--- src/rtl/core/bbce_pkg.sv ---
// Shared types and constants for the clamped-edge box blur.
// Used by the sequencer, datapath and top level; depends on nothing.
`timescale 1ns / 1ps

package bbce_pkg;

    // Register map of the configuration port
    localparam int CFG_IDX_W  = 2;
    localparam int CFG_DATA_W = 16;
    localparam logic [CFG_IDX_W-1:0] REG_RADIUS   = 2'd0;
    localparam logic [CFG_IDX_W-1:0] REG_WIDTH    = 2'd1;
    localparam logic [CFG_IDX_W-1:0] REG_HEIGHT   = 2'd2;
    localparam logic [CFG_IDX_W-1:0] REG_CHANNELS = 2'd3;

    // Register widths and reset values
    localparam int RADIUS_W = 6;
    localparam int WIDTH_W  = 12;
    localparam int HEIGHT_W = 16;
    localparam int CHAN_W   = 3;
    localparam logic [RADIUS_W-1:0] RADIUS_RST = 6'd3;
    localparam logic [WIDTH_W-1:0]  WIDTH_RST  = 12'd640;
    localparam logic [HEIGHT_W-1:0] HEIGHT_RST = 16'd480;
    localparam logic [CHAN_W-1:0]   CHAN_RST   = 3'd3;

    // Pixel layout and arithmetic
    localparam int NUM_CH    = 4;
    localparam int BYTE_W    = 8;
    localparam int PIX_W     = NUM_CH * BYTE_W;
    localparam int ROW_W     = 17;            // stream row incl. drain rows
    localparam int QUOT_W    = 8;             // mean of bytes fits one byte
    localparam int DSTEP_W   = 3;
    localparam logic [DSTEP_W-1:0] DSTEP_FIRST = 3'd7;

    // Word kinds on the input channel
    localparam logic KIND_PIXEL = 1'b0;
    localparam logic KIND_DRAIN = 1'b1;

    typedef struct packed {
        logic [RADIUS_W-1:0] radius;
        logic [WIDTH_W-1:0]  width;
        logic [HEIGHT_W-1:0] height;
        logic [CHAN_W-1:0]   chans;
    } t_cfg;

    // Controller to datapath
    typedef struct packed {
        logic load;       // take the input word
        logic col_rd;     // one line store read for the column sum
        logic col_wr;     // store column sum, set up output range
        logic win_start;  // set up window update for current column
        logic win_rd;     // one column sum read for the window
        logic div_start;  // load divider
        logic div_step;   // one quotient bit per lane
        logic out_set;    // load output word
        logic out_next;   // advance to next output column
    } t_cmd;

    // Datapath to controller
    typedef struct packed {
        logic kind_ok;
        logic col_last;
        logic emit;
        logic win_last;
        logic div_last;
        logic ox_last;
    } t_sts;

endpackage

--- src/rtl/core/bbce_ctrl.sv ---
// Sequencer of the box blur: steps one input word through column sum and,
// if it yields results, window update, division and output. Depends on bbce_pkg.
`timescale 1ns / 1ps

module bbce_ctrl (
    input  logic            i_clk,
    input  logic            i_rst_n,
    input  logic            i_in_valid,
    input  logic            i_out_stall,
    input  bbce_pkg::t_sts  i_sts,
    output bbce_pkg::t_cmd  o_cmd,
    output logic            o_in_stall,
    output logic            o_out_valid
);

    typedef enum logic [3:0] {
        S_IDLE, S_COL, S_COLW, S_COLST, S_WSET, S_WIN, S_WINW,
        S_DSET, S_DIV, S_OSET, S_OUT
    } t_state;

    t_state r_state;
    t_state n_state;

    // Next state and commands
    always_comb begin
        n_state = r_state;
        o_cmd   = '0;
        unique case (r_state)
            S_IDLE: begin
                if (i_in_valid && i_sts.kind_ok) begin
                    o_cmd.load = 1'b1;
                    n_state    = S_COL;
                end
            end
            S_COL: begin
                o_cmd.col_rd = 1'b1;
                if (i_sts.col_last) n_state = S_COLW;
            end
            S_COLW:  n_state = S_COLST;
            S_COLST: begin
                o_cmd.col_wr = 1'b1;
                n_state      = i_sts.emit ? S_WSET : S_IDLE;
            end
            S_WSET: begin
                o_cmd.win_start = 1'b1;
                n_state         = S_WIN;
            end
            S_WIN: begin
                o_cmd.win_rd = 1'b1;
                if (i_sts.win_last) n_state = S_WINW;
            end
            S_WINW: n_state = S_DSET;
            S_DSET: begin
                o_cmd.div_start = 1'b1;
                n_state         = S_DIV;
            end
            S_DIV: begin
                o_cmd.div_step = 1'b1;
                if (i_sts.div_last) n_state = S_OSET;
            end
            S_OSET: begin
                o_cmd.out_set = 1'b1;
                n_state       = S_OUT;
            end
            S_OUT: begin
                if (!i_out_stall) begin
                    if (i_sts.ox_last) begin
                        n_state = S_IDLE;
                    end else begin
                        o_cmd.out_next = 1'b1;
                        n_state        = S_WSET;
                    end
                end
            end
            default: n_state = S_IDLE;
        endcase
    end

    // State register
    always_ff @(posedge i_clk) begin
        if (!i_rst_n) begin
            r_state <= S_IDLE;
        end else begin
            r_state <= n_state;
        end
    end

    assign o_in_stall  = (r_state != S_IDLE);
    assign o_out_valid = (r_state == S_OUT);

endmodule

--- config.mk ---
export PLATFORM = sky130hd
export DESIGN_NAME = bbce_ctrl
export DESIGN_NICKNAME = d
export VERILOG_FILES = /design/src/rtl/core/bbce_pkg.sv /design/src/rtl/core/bbce_ctrl.sv
export SDC_FILE = /design/constraint.sdc
export NUM_CORES = 1
export LEC_CHECK = 0
export ABC_AREA = 1
export BUFFER_PORTS_ARGS = -buffer_cell sky130_fd_sc_hd__buf_2
export CAP_MARGIN = 10
export CORE_AREA = 2 2 39 41
export CTS_BUF_LIST = sky130_fd_sc_hd__clkbuf_4 sky130_fd_sc_hd__clkbuf_8
export DETAILED_ROUTE_END_ITERATION = 6
export DIE_AREA = 0 0 41 43
export PLACE_DENSITY = 0.62
export SLEW_MARGIN = 20
export SYNTH_ARGS = -nofsm -noshare
export SYNTH_HDL_FRONTEND = slang
export SYNTH_SLANG_ARGS = --single-unit
--- constraint.sdc ---
create_clock -name i_clk -period 1.2 [get_ports i_clk]
set_input_delay 0.24 -clock i_clk [delete_from_list [all_inputs] [get_ports i_clk]]
set_output_delay 0.24 -clock i_clk [all_outputs]
set_load 0.03 [all_outputs]
# After elaboration in Yosys (flattened, before gate mapping)
# Cells that the tools add are included.
# W data, S select, Z words.
# totals
regBits	4
latchBits	0
ramBits	0
romBits	0
word_cells	40
memories	0
# classes
addsub	0
multipliers	0
div_mod_pow	0
n_lt_le_gt_ge	0
eq_ne	15
n_shift	0
n_mux	20
bitwise_logic	0
n_reduce_logical	4
# ops
op	n
$pmux W4 S11	1
$mux W4	5
$eq A4 B3 Y1 const B	4
$eq A4 B4 Y1 const B	3
$mux W1	12
$ne A2 B2 Y1 const B	5
$eq A4 B2 Y1 const B	2
$mux W3	2
$reduce_and A5 Y1	1
$eq A4 B1 Y1 const B	1
$logic_not A4 Y1	1
$reduce_bool A4 Y1	1
$logic_and A1 B1 Y1	1

# Logic depth before layout (Yosys ltp)
# depth
depth_word	3
mapped_depth	8
mapped_depth_nobuf	8

# Worst setup path before layout
# Ideal clock, no wire load.
# synth_timing
kind	register to output
from	register r_state[2]
to	output port o_cmd[8] (netlist name)
arrival_ns	1.295
path_slack_ns	-0.335
path_stages_with_launch	4
path_buffers	0
cell_sequence	dfxtp_1 -> nor2_1 -> nand2_1 -> nor2_1
# synth_lines
item	line	rtl
from (decl)	bbce_ctrl.sv:21	t_state r_state;
from (signal assigned)	bbce_ctrl.sv:84	r_state <= n_state;
to (decl)	bbce_ctrl.sv:11	output bbce_pkg::t_cmd o_cmd,

==> metrics <==
drt pass-1 iters 4; clock skew 5.722 ps; clock root cell clkbuf_4; Hold Crit Start i_rst_n; hpwl dp 943.5 um; share of synthesized registers carrying an async set or reset 0; post-route setup slack -189.3 ps; Synth top area share 0.2019; total CTS buffers 3; Post-synth EDFFs 0; Die W between 40 and 50 um; Cell variety after synth 16; GRT overflow 0; Critical Path End Type output pin; critical path depth in cells 5; max FFs per register 4; Final ANT Viol Nets 0; Max VDD drop between 1 and 1.5 mV; post-place instance area around 630 um2; GRT Total Usage 0.1794; Syn Inst Count between 70 and 80; post-route setup TNS -2047 ps; synthesized area per cell 5.586 um2; max incr delay on CP around 370 ps; initial antenna violation count 0; Register Area approximately 95 um2; proportion of synthesized chip area in sequential cells 0.2019; final net count approximately 120; Fmax slightly above 700 MHz; cells along the critical path inv_4 -> nor2_4 -> nand3_2 -> nor2_4 -> buf_6; Placer Congestion slightly below 0.8; DRC 0; Layout area overhead 131.2%; final hold vios 0; unrepaired setup endpoints after global routing yes; worst min path class in -> reg; DRT iter0 DRCs 5; row count 14; vias per cell approximately 4.5; Worst Hold Depth 3; power per cell area between 2000 and 2500 nW/um2; Synth warnings 0; IO Port Bufs 20; CP max stage cell dfxtp_4; H-tree levels 1; most used cell, CP nor2_4; delay-heaviest family, CP simple AND/OR/NAND/NOR gates; FF-to-FF Start r_state[2]; Wirelength per Cell approximately 11 um; status finished, violations left; critical path fanouts, max 5; Commonest cells post-synth inv_1 (14), nor2_1 (14), nand2_1 (10), nand3_1 (8); failing checks negative setup slack; Die ar. between 1500 and 2000 um2; vias 566; kind of critical path reg -> out; Hold Path Sink r_state[0]; R2R setup slack -130 ps; Die Height ~43 um; Seq cells post-synth 4; Tmin final roughly 1400 ps; Worst setup SP type register; Slew HR 0.8325; area of the mapped netlist roughly 400 um2; Layout Utilization 0.6627; Max Transition Viols Final 0; Tightest Pin Transition 248.7 ps; CTS Buffer Depth 2; largest net degree at the start of global routing 7; global-route wire length before repair between 2000 and 2500 um; Fillers 120; number of diodes 0; Core Area about 1400 um2; Post-Syn Nets a little over 80; CTS tree built; Worst-path clk slew roughly 40 ps; Primary FF master, synth dfxtp_1; Crit path buffers/inverters 2; area leader, netlist dfxtp_1; clk sink count 4; fin area roughly 920 um2; biggest regs r_state x4; synth top area cells dfxtp_1 (20%), inv_1 (13%), nor2_1 (13%); Detailed Route WL ~1300 um; multi-input combinational cell area ~400 um2; RR Endpoint r_state[1]; maxcap violations 0; LEAKAGE between 0.0004 and 0.0005 uW; Worst Reg-to-Reg Cells 10; hold buffer count at cts 0; pre-CTS setup slack -104.3 ps; Largest Register r_state; layout cells sized above 1 0.7706; Final period util 1.158; WP data required about 960 ps; worst path arrival time approximately 1200 ps; Starting Density 0.2866; vias in the first global route ~550; Setup Viol. Count Final 15; Top-Level Pins 21; Skew-Pair Late Insertion Delay 230 ps
[area by class of cell]
cell class              count  share of cell area
repair buffers             35              0.3356
clock buffers               3             0.02456
flip-flops and latches      4              0.1037
multi-input cells          50              0.4338
well taps                  16             0.02183
inverters                  17             0.08049
[timing repair]
| action | CTS | global route |
|---|---|---|
| setup buffers | 4 | 1 |
| cloned | 0 | 0 |
| resized for setup | 50 | 23 |
| pin swaps | 6 | 13 |
| endpoints found under the setup margin | 15 | 15 |
[cell families (layout without fill, tap and decap cells)]
logic type,count (synthesis),in the layout,synth area share
AO/OA/AOI/OAI,5,5,0.07254
AND/OR/NAND/NOR,45,45,0.5647
buffers and inverters,17,55,0.1609
flip-flops,4,4,0.2019
[stage by stage]
stage                     cells  hold slack, ps  power (uW)
after floorplan              71           360.6       999.4
after global placement      117           490.6        1338
after detailed placement    117           495.6        1352
after CTS                   124           240.4        1819
after global routing        125           276.1        2281
final                       125           250.2        2116
[metal layers]
layer / wire [um] / vias up / GRT usage
li1: - / 298 / -
met3: 29 / 2 / 0.01571
met5: 0 / - / 0
met1: 551 / 256 / 0.2077
met2: 741 / 10 / 0.2906
met4: 10 / 0 / 0.1200
[where the power goes]
group | leakage, uW | internal (uW) | switching, uW | total (uW)
clock | 0.0000138 | 112 | 54.8 | 167
sequential | 0.0000356 | 207 | 111 | 319
combinational | 0.000402 | 729 | 901 | 1630
[cells in the final DEF (no fill, tap or decap)]
cell / Yosys / routed
nor3_1: 2 / 2
nand2_1: 10 / 6
buf_2: 0 / 9
inv_1: 14 / 7
nor2_2: 4 / 2
nand2_4: 0 / 2
buf_6: 0 / 18
inv_4: 0 / 4
nand3_2: 2 / 7
buf_4: 0 / 8
inv_2: 3 / 6
nand3b_1: 2 / 2
a21oi_1: 2 / 1
nor2_1: 14 / 3
dfxtp_4: 0 / 4
o21ai_0: 1 / 1
nor2_4: 1 / 14
clkbuf_4: 0 / 3
o21ai_2: 0 / 1
a21oi_2: 1 / 2
nand2_2: 2 / 4
nand3_1: 8 / 3
[worst reg2reg max path: stages (launching register included)]
cell	delay, ps
dfxtp_4	360
buf_6	130
inv_4	50
nor2_4	30
nand2_2	80
buf_6	100
nor2_4	30
nor2_4	200
nand2_2	80
o21ai_2	110
inv_1	50
[worst max-delay path by stage]
stage | start | to | slack, ps
2_1_floorplan | r_state[2] | o_cmd[8] | -60
3_3_place_gp | r_state[3] | r_state[2] | -100
3_5_place_dp | r_state[1] | r_state[1] | -100
4_1_cts | r_state[1] | o_out_valid | -180
5_1_grt | r_state[3] | o_cmd[0] | -270
6_report | r_state[3] | o_cmd[0] | -190
Power figures use the tool's default switching activity.
